<file path="config.mk">
export PLATFORM = sky130hd
export DESIGN_NAME = chunked_framing_decoder_top_flat
export DESIGN_NICKNAME = d
export VERILOG_FILES = /design/src/sv/cfd_pkg.sv /design/src/sv/cfd_ifs.sv /design/src/sv/cfd_parser.sv /design/src/sv/chunked_framing_decoder_top.sv /design/src/flat_wrapper.sv
export SDC_FILE = /design/constraint.sdc
export NUM_CORES = 1
export LEC_CHECK = 0
export BUFFER_PORTS_ARGS = -buffer_cell sky130_fd_sc_hd__buf_2
export CAP_MARGIN = 10
export CORE_MARGIN = 10
export CORE_UTILIZATION = 57
export CTS_BUF_LIST = sky130_fd_sc_hd__clkbuf_8 sky130_fd_sc_hd__clkbuf_16
export CTS_CLUSTER_SIZE = 24
export DETAILED_ROUTE_END_ITERATION = 8
export PLACE_DENSITY = 0.83
export RECOVER_POWER = 50
export SYNTH_ARGS = -nofsm -noshare
export SYNTH_HDL_FRONTEND = slang
export SYNTH_SLANG_ARGS = --single-unit
export TNS_END_PERCENT = 5
</file>
<file path="constraint.sdc">
create_clock -name i_clk -period 5.84 [get_ports i_clk]
set_clock_uncertainty 0.1 [all_clocks]
set_input_delay 0.292 -clock i_clk [delete_from_list [all_inputs] [get_ports i_clk]]
set_output_delay 0.292 -clock i_clk [all_outputs]
set_load 0.02 [all_outputs]
</file>
<file path="src/sv/cfd_pkg.sv">
package cfd_pkg;

    // framing characters
    localparam logic [7:0] CH_NL   = 8'd10;
    localparam logic [7:0] CH_HASH = 8'd35;
    localparam logic [7:0] CH_ZERO = 8'd48;
    localparam logic [7:0] CH_ONE  = 8'd49;
    localparam logic [7:0] CH_NINE = 8'd57;

    // register reset value
    localparam logic [15:0] MAX_CHUNK_RESET = 16'd1200;

    // one decoded result
    typedef struct packed {
        logic [7:0] payload_byte;
        logic       payload_valid;
        logic       message_end;
        logic       frame_error;
    } t_result;

endpackage

</file>
<file path="src/sv/cfd_ifs.sv">
// received byte channel
interface cfd_rx_if;
    logic       valid;
    logic       ready;
    logic [7:0] rx_byte;

    modport source (output valid, output rx_byte, input ready);
    modport sink (input valid, input rx_byte, output ready);
endinterface

// decoded result channel
interface cfd_res_if;
    logic       valid;
    logic       ready;
    logic [7:0] payload_byte;
    logic       payload_valid;
    logic       message_end;
    logic       frame_error;

    modport source (
        output valid, output payload_byte, output payload_valid,
        output message_end, output frame_error, input ready
    );
    modport sink (
        input valid, input payload_byte, input payload_valid,
        input message_end, input frame_error, output ready
    );
endinterface

// chunk size limit write channel
interface cfd_cfg_if;
    logic        valid;
    logic        ready;
    logic [15:0] max_chunk_size;

    modport source (output valid, output max_chunk_size, input ready);
    modport sink (input valid, input max_chunk_size, output ready);
endinterface

</file>
<file path="src/sv/cfd_parser.sv">
module cfd_parser #(
    parameter int SIZE_WIDTH = 16
) (
    input  logic            i_clk,
    input  logic            i_rst_n,
    input  logic            i_fire,
    input  logic [7:0]      i_byte,
    input  logic [15:0]     i_max_chunk_size,
    output cfd_pkg::t_result o_result
);

    localparam int LW = (SIZE_WIDTH > 16) ? SIZE_WIDTH : 16;
    localparam int CW = (SIZE_WIDTH + 4 > 16) ? SIZE_WIDTH + 4 : 16;

    typedef enum logic [2:0] {
        PH_HUNT   = 3'd0,
        PH_HASH   = 3'd1,
        PH_FIRST  = 3'd2,
        PH_ENDNL  = 3'd3,
        PH_DIGITS = 3'd4,
        PH_DATA   = 3'd5
    } t_phase;

    t_phase                r_phase, n_phase;
    logic [SIZE_WIDTH-1:0] r_acc, n_acc;
    logic [SIZE_WIDTH-1:0] r_rem, n_rem;

    logic                  w_is_digit;
    logic [3:0]            w_digit;
    logic [LW-1:0]         w_cap;
    logic [LW-1:0]         w_max_ext;
    logic [LW-1:0]         w_limit;
    logic [CW-1:0]         w_limit_c;
    logic [CW-1:0]         w_next_size;
    logic [SIZE_WIDTH-1:0] w_rem_dec;
    logic                  w_err;

    // digit decode
    assign w_is_digit = i_byte inside {[cfd_pkg::CH_ZERO:cfd_pkg::CH_NINE]};
    assign w_digit    = 4'(i_byte - cfd_pkg::CH_ZERO);

    // effective limit: register clipped to the size field range
    assign w_cap     = LW'({SIZE_WIDTH{1'b1}});
    assign w_max_ext = LW'(i_max_chunk_size);
    assign w_limit   = (w_max_ext < w_cap) ? w_max_ext : w_cap;
    assign w_limit_c = CW'(w_limit);

    // size times ten plus the new digit
    assign w_next_size = CW'({r_acc, 3'b000}) + CW'({r_acc, 1'b0}) + CW'(w_digit);

    // payload countdown
    assign w_rem_dec = (r_rem != '0) ? r_rem - 1'b1 : r_rem;

    // one parse step
    always_comb begin
        n_phase  = r_phase;
        n_acc    = r_acc;
        n_rem    = r_rem;
        w_err    = 1'b0;
        o_result = '0;
        case (r_phase)
            PH_HASH: begin
                if (i_byte == cfd_pkg::CH_HASH) begin
                    n_phase = PH_FIRST;
                end else begin
                    w_err = 1'b1;
                end
            end
            PH_FIRST: begin
                if (i_byte == cfd_pkg::CH_HASH) begin
                    n_phase = PH_ENDNL;
                end else if (i_byte inside {[cfd_pkg::CH_ONE:cfd_pkg::CH_NINE]}) begin
                    n_acc = SIZE_WIDTH'(w_digit);
                    if (CW'(w_digit) > w_limit_c) begin
                        w_err = 1'b1;
                    end else begin
                        n_phase = PH_DIGITS;
                    end
                end else begin
                    w_err = 1'b1;
                end
            end
            PH_ENDNL: begin
                if (i_byte == cfd_pkg::CH_NL) begin
                    o_result.message_end = 1'b1;
                    n_phase = PH_HUNT;
                end else begin
                    w_err = 1'b1;
                end
            end
            PH_DIGITS: begin
                if (w_is_digit) begin
                    if (w_next_size > w_limit_c) begin
                        w_err = 1'b1;
                    end else begin
                        n_acc = w_next_size[SIZE_WIDTH-1:0];
                    end
                end else if (i_byte == cfd_pkg::CH_NL) begin
                    n_rem   = r_acc;
                    n_phase = PH_DATA;
                end else begin
                    w_err = 1'b1;
                end
            end
            PH_DATA: begin
                o_result.payload_byte  = i_byte;
                o_result.payload_valid = 1'b1;
                n_rem = w_rem_dec;
                if (w_rem_dec == '0) begin
                    n_phase = PH_HUNT;
                end
            end
            default: begin
                if (i_byte == cfd_pkg::CH_NL) begin
                    n_phase = PH_HASH;
                end else begin
                    w_err = 1'b1;
                end
            end
        endcase

        // any violation drops back to hunting
        if (w_err) begin
            n_phase = PH_HUNT;
            n_acc   = '0;
            n_rem   = '0;
        end
        o_result.frame_error = w_err;
    end

    // parse state
    always_ff @(posedge i_clk) begin
        if (!i_rst_n) begin
            r_phase <= PH_HUNT;
            r_acc   <= '0;
            r_rem   <= '0;
        end else if (i_fire) begin
            r_phase <= n_phase;
            r_acc   <= n_acc;
            r_rem   <= n_rem;
        end
    end

endmodule

</file>
<file path="src/sv/chunked_framing_decoder_top.sv">
// chunked framing decoder
// i_rx carries one received byte per request; o_res returns exactly one result
// per byte: the payload byte with payload_valid, message_end on the newline that
// closes the end-of-chunks marker, or frame_error on a framing violation or a
// chunk size above the limit. After an error the decoder hunts for a newline.
// i_cfg writes max_chunk_size; write it only while no byte is in flight.
// The limit in force is the smaller of max_chunk_size and 2^SIZE_WIDTH - 1.
// An accepted byte passes through the input register, then one parse step into
// the result register, which drives o_res. Throughput is one byte per cycle
// while o_res is not stalled; the parse state is a small register set updated
// by one step of short logic, so bytes may arrive back to back.
// When the receiver stalls, the result register holds its request and the input
// register takes one more byte; i_rx.ready drops only when both are full.
// Reset (synchronous, active low) empties both registers, returns the parser to
// hunting for a header newline and sets max_chunk_size to 1200.
module chunked_framing_decoder_top #(
    parameter int SIZE_WIDTH = 16
) (
    input  logic      i_clk,
    input  logic      i_rst_n,
    cfd_rx_if.sink    i_rx,
    cfd_cfg_if.sink   i_cfg,
    cfd_res_if.source o_res
);

    logic             r_in_vld;
    logic [7:0]       r_in_byte;
    logic             r_out_vld;
    cfd_pkg::t_result r_out;
    logic [15:0]      r_max;

    logic             w_adv;
    cfd_pkg::t_result w_result;

    // handshake
    assign w_adv       = r_in_vld && (!r_out_vld || o_res.ready);
    assign i_rx.ready  = !r_in_vld || w_adv;
    assign i_cfg.ready = 1'b1;

    // configuration register
    always_ff @(posedge i_clk) begin
        if (!i_rst_n) begin
            r_max <= cfd_pkg::MAX_CHUNK_RESET;
        end else if (i_cfg.valid) begin
            r_max <= i_cfg.max_chunk_size;
        end
    end

    // input register
    always_ff @(posedge i_clk) begin
        if (!i_rst_n) begin
            r_in_vld <= 1'b0;
        end else if (i_rx.ready) begin
            r_in_vld <= i_rx.valid;
        end
        if (i_rx.ready && i_rx.valid) begin
            r_in_byte <= i_rx.rx_byte;
        end
    end

    // parse step
    cfd_parser #(
        .SIZE_WIDTH(SIZE_WIDTH)
    ) u_parser (
        .i_clk           (i_clk),
        .i_rst_n         (i_rst_n),
        .i_fire          (w_adv),
        .i_byte          (r_in_byte),
        .i_max_chunk_size(r_max),
        .o_result        (w_result)
    );

    // result register
    always_ff @(posedge i_clk) begin
        if (!i_rst_n) begin
            r_out_vld <= 1'b0;
        end else if (w_adv) begin
            r_out_vld <= 1'b1;
        end else if (o_res.ready) begin
            r_out_vld <= 1'b0;
        end
        if (w_adv) begin
            r_out <= w_result;
        end
    end

    // result channel
    assign o_res.valid         = r_out_vld;
    assign o_res.payload_byte  = r_out.payload_byte;
    assign o_res.payload_valid = r_out.payload_valid;
    assign o_res.message_end   = r_out.message_end;
    assign o_res.frame_error   = r_out.frame_error;

endmodule

</file>
<file path="src/flat_wrapper.sv">
// flat-port wrapper written by rule: the top's interface ports become plain ports
module chunked_framing_decoder_top_flat 
#(
    parameter int SIZE_WIDTH = 16
)
  (i_clk, i_rst_n, i_rx_valid, i_rx_rx_byte, i_rx_ready, i_cfg_valid, i_cfg_max_chunk_size, i_cfg_ready, o_res_valid, o_res_payload_byte, o_res_payload_valid, o_res_message_end, o_res_frame_error, o_res_ready);
  cfd_rx_if i_rx_i ();
  cfd_cfg_if i_cfg_i ();
  cfd_res_if o_res_i ();
  input  logic i_clk;
  input  logic i_rst_n;
  input wire logic [$bits(i_rx_i.valid)-1:0] i_rx_valid;
  input wire logic [$bits(i_rx_i.rx_byte)-1:0] i_rx_rx_byte;
  output wire logic [$bits(i_rx_i.ready)-1:0] i_rx_ready;
  input wire logic [$bits(i_cfg_i.valid)-1:0] i_cfg_valid;
  input wire logic [$bits(i_cfg_i.max_chunk_size)-1:0] i_cfg_max_chunk_size;
  output wire logic [$bits(i_cfg_i.ready)-1:0] i_cfg_ready;
  output wire logic [$bits(o_res_i.valid)-1:0] o_res_valid;
  output wire logic [$bits(o_res_i.payload_byte)-1:0] o_res_payload_byte;
  output wire logic [$bits(o_res_i.payload_valid)-1:0] o_res_payload_valid;
  output wire logic [$bits(o_res_i.message_end)-1:0] o_res_message_end;
  output wire logic [$bits(o_res_i.frame_error)-1:0] o_res_frame_error;
  input wire logic [$bits(o_res_i.ready)-1:0] o_res_ready;
  assign i_rx_i.valid = i_rx_valid;
  assign i_rx_i.rx_byte = i_rx_rx_byte;
  assign i_rx_ready = i_rx_i.ready;
  assign i_cfg_i.valid = i_cfg_valid;
  assign i_cfg_i.max_chunk_size = i_cfg_max_chunk_size;
  assign i_cfg_ready = i_cfg_i.ready;
  assign o_res_valid = o_res_i.valid;
  assign o_res_payload_byte = o_res_i.payload_byte;
  assign o_res_payload_valid = o_res_i.payload_valid;
  assign o_res_message_end = o_res_i.message_end;
  assign o_res_frame_error = o_res_i.frame_error;
  assign o_res_i.ready = o_res_ready;
  chunked_framing_decoder_top #(.SIZE_WIDTH(SIZE_WIDTH)) u_core (.i_clk(i_clk), .i_rst_n(i_rst_n), .i_rx(i_rx_i), .i_cfg(i_cfg_i), .o_res(o_res_i));
endmodule
</file>
# Word level (Yosys, flattened, before mapping)
# Index checks and enable logic that the tools add are counted.
[totals]
reg_bits = 72
in_bits = 29
out_inout_bits = 14
wordCells = 91
[classes]
n_addsub = 4
n_lt_le_gt_ge = 6
eq_ne = 18
mux = 35
reduce_logical = 17
[op_table]
columns = ["op", "count"]
rows = [
  ["16-bit two-way mux", 10],
  ["16-bit case mux with 2 select lines", 2],
  ["3-bit two-way mux", 10],
  ["3-bit inequality test (second input constant)", 9],
  ["19-bit by 17-bit adder with 20-bit output", 1],
  ["20-bit by 4-bit adder with 20-bit output", 1],
  ["20-bit by 16-bit > comparator with 1-bit output", 1],
  ["8-bit by 6-bit greater-or-equal comparator with 1-bit output (second input constant)", 2],
  ["4-bit by 16-bit > comparator with 1-bit output", 1],
  ["16-bit zero test", 1],
  ["16-bit less-than comparator (second input constant)", 1],
  ["16-bit nonzero test", 1],
  ["16-bit by 1-bit subtractor with 16-bit output (second input constant)", 1],
  ["3-bit case mux with 5 select lines", 1],
  ["1-bit two-way mux", 11],
  ["9-bit AND reduction", 1],
  ["8-bit by 4-bit == test with 1-bit output (second input constant)", 1],
  ["8-bit by 6-bit == test with 1-bit output (second input constant)", 1],
  ["8-bit by 6-bit <= comparator with 1-bit output (second input constant)", 1],
  ["4-bit inequality test (second input constant)", 2],
  ["3-bit by 2-bit == test with 1-bit output (second input constant)", 2],
  ["3-bit == test (second input constant)", 2],
  ["6-bit AND reduction", 1],
  ["3-bit nonzero test", 2],
  ["other kinds (9)", 14],
]

# Logic depth before layout (Yosys ltp)
[logic_depth]
ltp_word = 9
depth_mapped = 23
depth_no_buf = 22

# Cells and area by module
# From an unflattened synthesis, not the netlist that was laid out.
[hier_totals]
cells_unflattened = 604
hier_area_um2 = 5208.7
[modules_own_cells]
columns = ["mod", "instances", "cells_per_inst", "area_each_um2", "seq_area_each_um2"]
rows = [
  ["cfd_parser", 1, 523, 3936.3, 700.7],
  ["chunked_framing_decoder_top", 1, 81, 1272.5, 930.9],
]

# Least setup slack after synthesis
# OpenSTA, ideal clock, no wires.
[synth_timing]
path_type = "flip-flop to flip-flop"
start = "register u_core.r_in_byte[3]"
end = "register u_core.u_parser.r_rem[14]"
setup_ns = 0.071
arrival_ns = 4.619
path_slack_ns = 1.050
path_stages_with_launch = 22
synth_period_minus_slack_ns = 4.790
path_cell_list = "edfxtp_1 > inv_1 > fa_1 > inv_1 > fa_1 > a211o_1 > a21o_1 > nor2_1 > o31ai_1 > nand3_1 > nand2_1 > xnor2_1 > ha_1 > and4_1 > o22ai_1 > o211a_1 > o2111a_1 > nand2_1 > a21boi_4 > inv_2 > or4_1 > a21oi_1"
[synth_lines]
columns = ["element", "line", "source"]
rows = [
  ["start: declaration", "chunked_framing_decoder_top.sv:27", "logic [7:0] r_in_byte;"],
  ["start signal: assignment", "chunked_framing_decoder_top.sv:57", "r_in_byte <= i_rx.rx_byte;"],
  ["end signal: assignment", "cfd_parser.sv:140", "r_rem <= n_rem;"],
  ["end: declaration", "cfd_parser.sv:26", "logic [SIZE_WIDTH-1:0] r_rem, n_rem;"],
]

==> results by stage <==
Clock network:
- The clock slew seen by the registers of the worst setup and hold paths is 0.09 ns.
- CTS placed an instance of sky130_fd_sc_hd__clkbuf_8 at the clock tree root.
- Clock tree synthesis inserted a total of 9 buffers.
- The TritonCTS clock tree is yes.
- In this run the number of H-tree levels came out at 3.
- The clock latency at the later pin of the worst-skew pair is 0.36 ns.
- The longest clock path from root to sink contains 2 buffers.
- The clock net sink count is 72.

Detailed routing:
- The detailed router placed 4475 vias in this run.
- The detail route stage leaves a number of antenna-violating nets equal to 0.
- After detailed routing, the number of vias per cell comes to ~6.3.
- The first-pass iteration count of the detailed router is 5.
- The initial DRC count is 426.
- For this run, design rule violations remaining after detail routing come to 0.
- In the final routed layout, each cell accounts on average for approximately 17 microns.
- The routed wire length is between 10000 and 15000 microns.

Cells and area:
- The library cells used most frequently in the layout, excluding fill and tap cells, are sky130_fd_sc_hd__dfxtp_1 (53), sky130_fd_sc_hd__ha_1 (52), sky130_fd_sc_hd__a21oi_1 (47).
- The final net count is 686.
- The final cell utilization of the core is 65.0%.
- The number of fill cells in the layout is 707.
- The area growth from synthesis to layout is 9.20%.
- The cell area after layout is roughly 5400 sq um.
- The fraction of layout cells with a size suffix above 1 is roughly a tenth.
- The number of antenna diodes in the final layout is 0.
- The most common cell after layout, fill and taps aside is sky130_fd_sc_hd__dfxtp_1.

Min path:
- The endpoint of the worst hold-timing path is u_core.r_in_byte[1].
- The startpoint identified for the worst hold timing path is i_rx_rx_byte[1].
- Along the worst hold path, the cell count comes to 1.
- In this run the worst hold path is classified as in2reg.

Synthesis:
- The prevailing post-synth register cell is sky130_fd_sc_hd__dfxtp_1.
- The mean post-synth cell area is 8.75 sq um.
- The total of flip-flops plus latches after synthesis is 72.
- Synthesis handed over a netlist of 567 instances.
- Yosys mapped a number of flops with a built-in enable equal to 19.
- The proportion of synthesized flip-flops having asynchronous set or reset is 0%.
- The cell area after synthesis is between 4000 and 5000 sq um.
- The number of distinct standard cells referenced by the synthesized netlist is 76.
- Summing the sequential cell areas from Yosys gives 32.9% of the chip area.
- The Yosys step of the flow raised 0 warnings.
- The number of nets in the synthesized netlist is between 600 and 700.

Die:
- The area of the placeable core is 8340 sq um.
- The vertical die dimension is 113 microns.
- Once the floorplan was initialized, standard cells occupied between 50 and 60% of the core.
- The floorplan row count is 33.
- In this run the count of I/O pins placed on the die edge is between 40 and 50.
- The die covers around 13000 sq um.
- The die width is about 110 microns.

Setup path:
- Walking the worst path, the cells encountered are inv_1 > fa_1 > inv_1 > fa_1 > a211o_1 > a21o_1 > nor2_1 > o31ai_1 > nand3_1 > nand2_1 > xnor2_1 > ha_1 > and4_1 > o22ai_1 > o211a_1 > o2111a_1 > nand2_1 > a21boi_4 > inv_2 > nor4_1 > buf_4 > a22o_1.
- The worst setup path is of the reg2reg kind.
- The setup slack of the worst register-to-register path is between 0.3 and 0.4 ns.
- The data arrival time of the critical path is 5.67 ns.
- The worst setup path is captured at a register.
- STA classifies the critical path startpoint as a register.
- The number of cells on the worst reg-to-reg path is 22.
- The top fanout value on the critical path is 11.
- The slowest stage of the critical path is the sky130_fd_sc_hd__fa_1 cell.
- In this run the critical register-to-register path is captured at u_core.u_parser.r_acc[11].
- The worst endpoint required time is 6.03 ns.
- The peak per-stage delay on the critical path is 0.50 ns.
- The critical register-to-register path startpoint is u_core.r_in_byte[3].

Global routing:
- The via count of the first global-routing pass came to 4322.
- The remaining global-route overflow is 0.
- The first global-routing pass estimated 20600 microns of wire.
- The largest net degree at the start of global routing is 29.
- The overall track demand over capacity in global routing is 19.0%.
- The initial antenna violation count is 0.

Timing:
- The worst-case headroom to the max-slew limit is 19.3%.
- Final hold analysis gives a worst-case slack of 0.0101 ns.
- The number of hold-slack violations in the final timing report is 0.
- The setup TNS is 0 ns.
- At the pin with the least slew margin, the transition time is about 1.2 ns.
- The final number of setup-violating endpoints is 0.
- After layout, the worst path uses 93.8% of the clock period.
- The final count of pins violating max slew is 0.
- The minimum period implied by the final worst setup slack is 5.48 ns.
- Static timing analysis puts the maximum clock frequency at ~180 MHz.

Placement:
- The number of buffers added on ports is a little over 40.
- The final weighted congestion in routability-driven placement is 0.910.
- The total placed instance area is 5210 sq um.
- The HPWL after detailed placement is 9620 microns.

Status:
- The flow ran to the end, and the final reports show no timing, DRC or antenna violations.

Power and ir drop:
- The areal power density over the cells is 182 nW/um^2.
- The worst voltage drop across the vdd grid is 157 uV.
- In this run the static leakage power is 2.47 nW.
- Summing internal, switching and leakage power gives between 0.9 and 1 mW.

Flow run:
- The number of max-cap violations is 0.
## cell families after synthesis
logic type | share of synthesized area, %
adders and majority gates | 13.9
AOI/OAI and AO/OA | 21.8
xor gates and xnor gates | 2.47
and+or+nand+nor | 21.1
buffers and inverters | 4.36
muxes | 3.45
DFF | 32.9
other | 0.0756
## repair_timing
action                                  4_1_cts  5_1_grt
endpoints found under the setup margin        0        1
resized for setup                             0        1
hold endpoints to repair                      4        1
hold buffers                                  4        1
setup buffers                                 0        0
## critical path, delay by kind of cell (launching register included)
| family | cells | cell delay (ns) |
|---|---|---|
| buf+inv | 4 | 0.59 |
| simple gates | 6 | 0.96 |
| fa+ha+maj | 3 | 1.26 |
| xor+xnor | 1 | 0.25 |
| flops | 1 | 0.47 |
| compound gates | 8 | 1.78 |
## power by group
group / total [mW] / switching (mW) / internal [mW] / leakage [nW]
registers: 0.539 / 0.0126 / 0.526 / 0.612
logic: 0.0974 / 0.0595 / 0.0378 / 1.77
clock network: 0.352 / 0.198 / 0.154 / 0.0908
## per-layer routing
metal / global-route usage, % / part of all wire [%] / vias up
met5: 0 / 0 / -
li1: - / - / 2189
met4: 7.70 / 2.4 / 0
met2: 30.3 / 47 / 179
met1: 24.8 / 44 / 2077
met3: 3.38 / 6.4 / 30
## cells in the mapped netlist, drive strengths merged (7+ instances only)
master   n  share of area (%)
or3      7               0.98
mux2i   16                3.2
inv     31                2.3
o21ai   22                2.3
nor2    43                3.3
and3    10                1.3
and2     8                1.0
a22o    11                1.9
a21o    11                1.7
xnor2    7                1.2
ha      52                 13
a21oi   49                5.1
clkbuf  16                1.2
xor2     7                1.2
nor2b    7               0.88
dfxtp   53                 21
edfxtp  19                 11
nand2   44                3.3
nor4    12                1.6
nand3   25                2.5
nor3    17                1.7
o211ai  14                2.1
## sequential cells by signal, indices dropped and copies added, names as in the netlist
| register | count |
|---|---|
| u_core.o_res.frame_error | 1 |
| u_core.o_res.message_end | 1 |
| u_core.o_res.payload_byte | 8 |
| u_core.o_res.payload_valid | 1 |
| u_core.o_res.valid | 1 |
| u_core.r_in_byte | 8 |
| u_core.r_in_vld | 1 |
| u_core.r_max | 16 |
| u_core.u_parser.r_acc | 16 |
| u_core.u_parser.r_phase | 3 |
| u_core.u_parser.r_rem | 16 |
## metrics by stage
stage | std cells | worst slack, ns
2_1_floorplan | 567 | 1.05
3_3_place_gp | 692 | 0.644
3_5_place_dp | 692 | 0.477
4_1_cts | 712 | 0.426
5_1_grt | 713 | -0.000893
6_report | 713 | 0.360
## area by class of cell
cell class	count	area, sq um	share of cell area (%)
clock buffer	9	124	2.29
sequential	72	1630	30.1
timing repair buffer	47	246	4.55
clock inverter	7	47.5	0.877
multi-input combinational	441	3120	57.5
inverter	32	120	2.22
tap	105	131	2.42
## how the worst max path moves through the flow
stage	slack, ns	from	end	cells after the start
final	0.36	u_core.r_in_byte[3]	u_core.u_parser.r_acc[11]	22
after detailed placement	0.48	u_core.r_in_byte[3]	u_core.u_parser.r_rem[3]	20
after CTS	0.43	u_core.r_in_byte[3]	u_core.u_parser.r_rem[3]	20
after global routing	-0.0009	u_core.r_in_byte[3]	u_core.u_parser.r_phase[2]	21
after floorplan	1.05	u_core.r_in_byte[3]	u_core.u_parser.r_rem[14]	21
after global placement	0.64	u_core.r_in_byte[3]	u_core.u_parser.r_rem[14]	21
No activity file was read; power rests on OpenSTA's default activity.
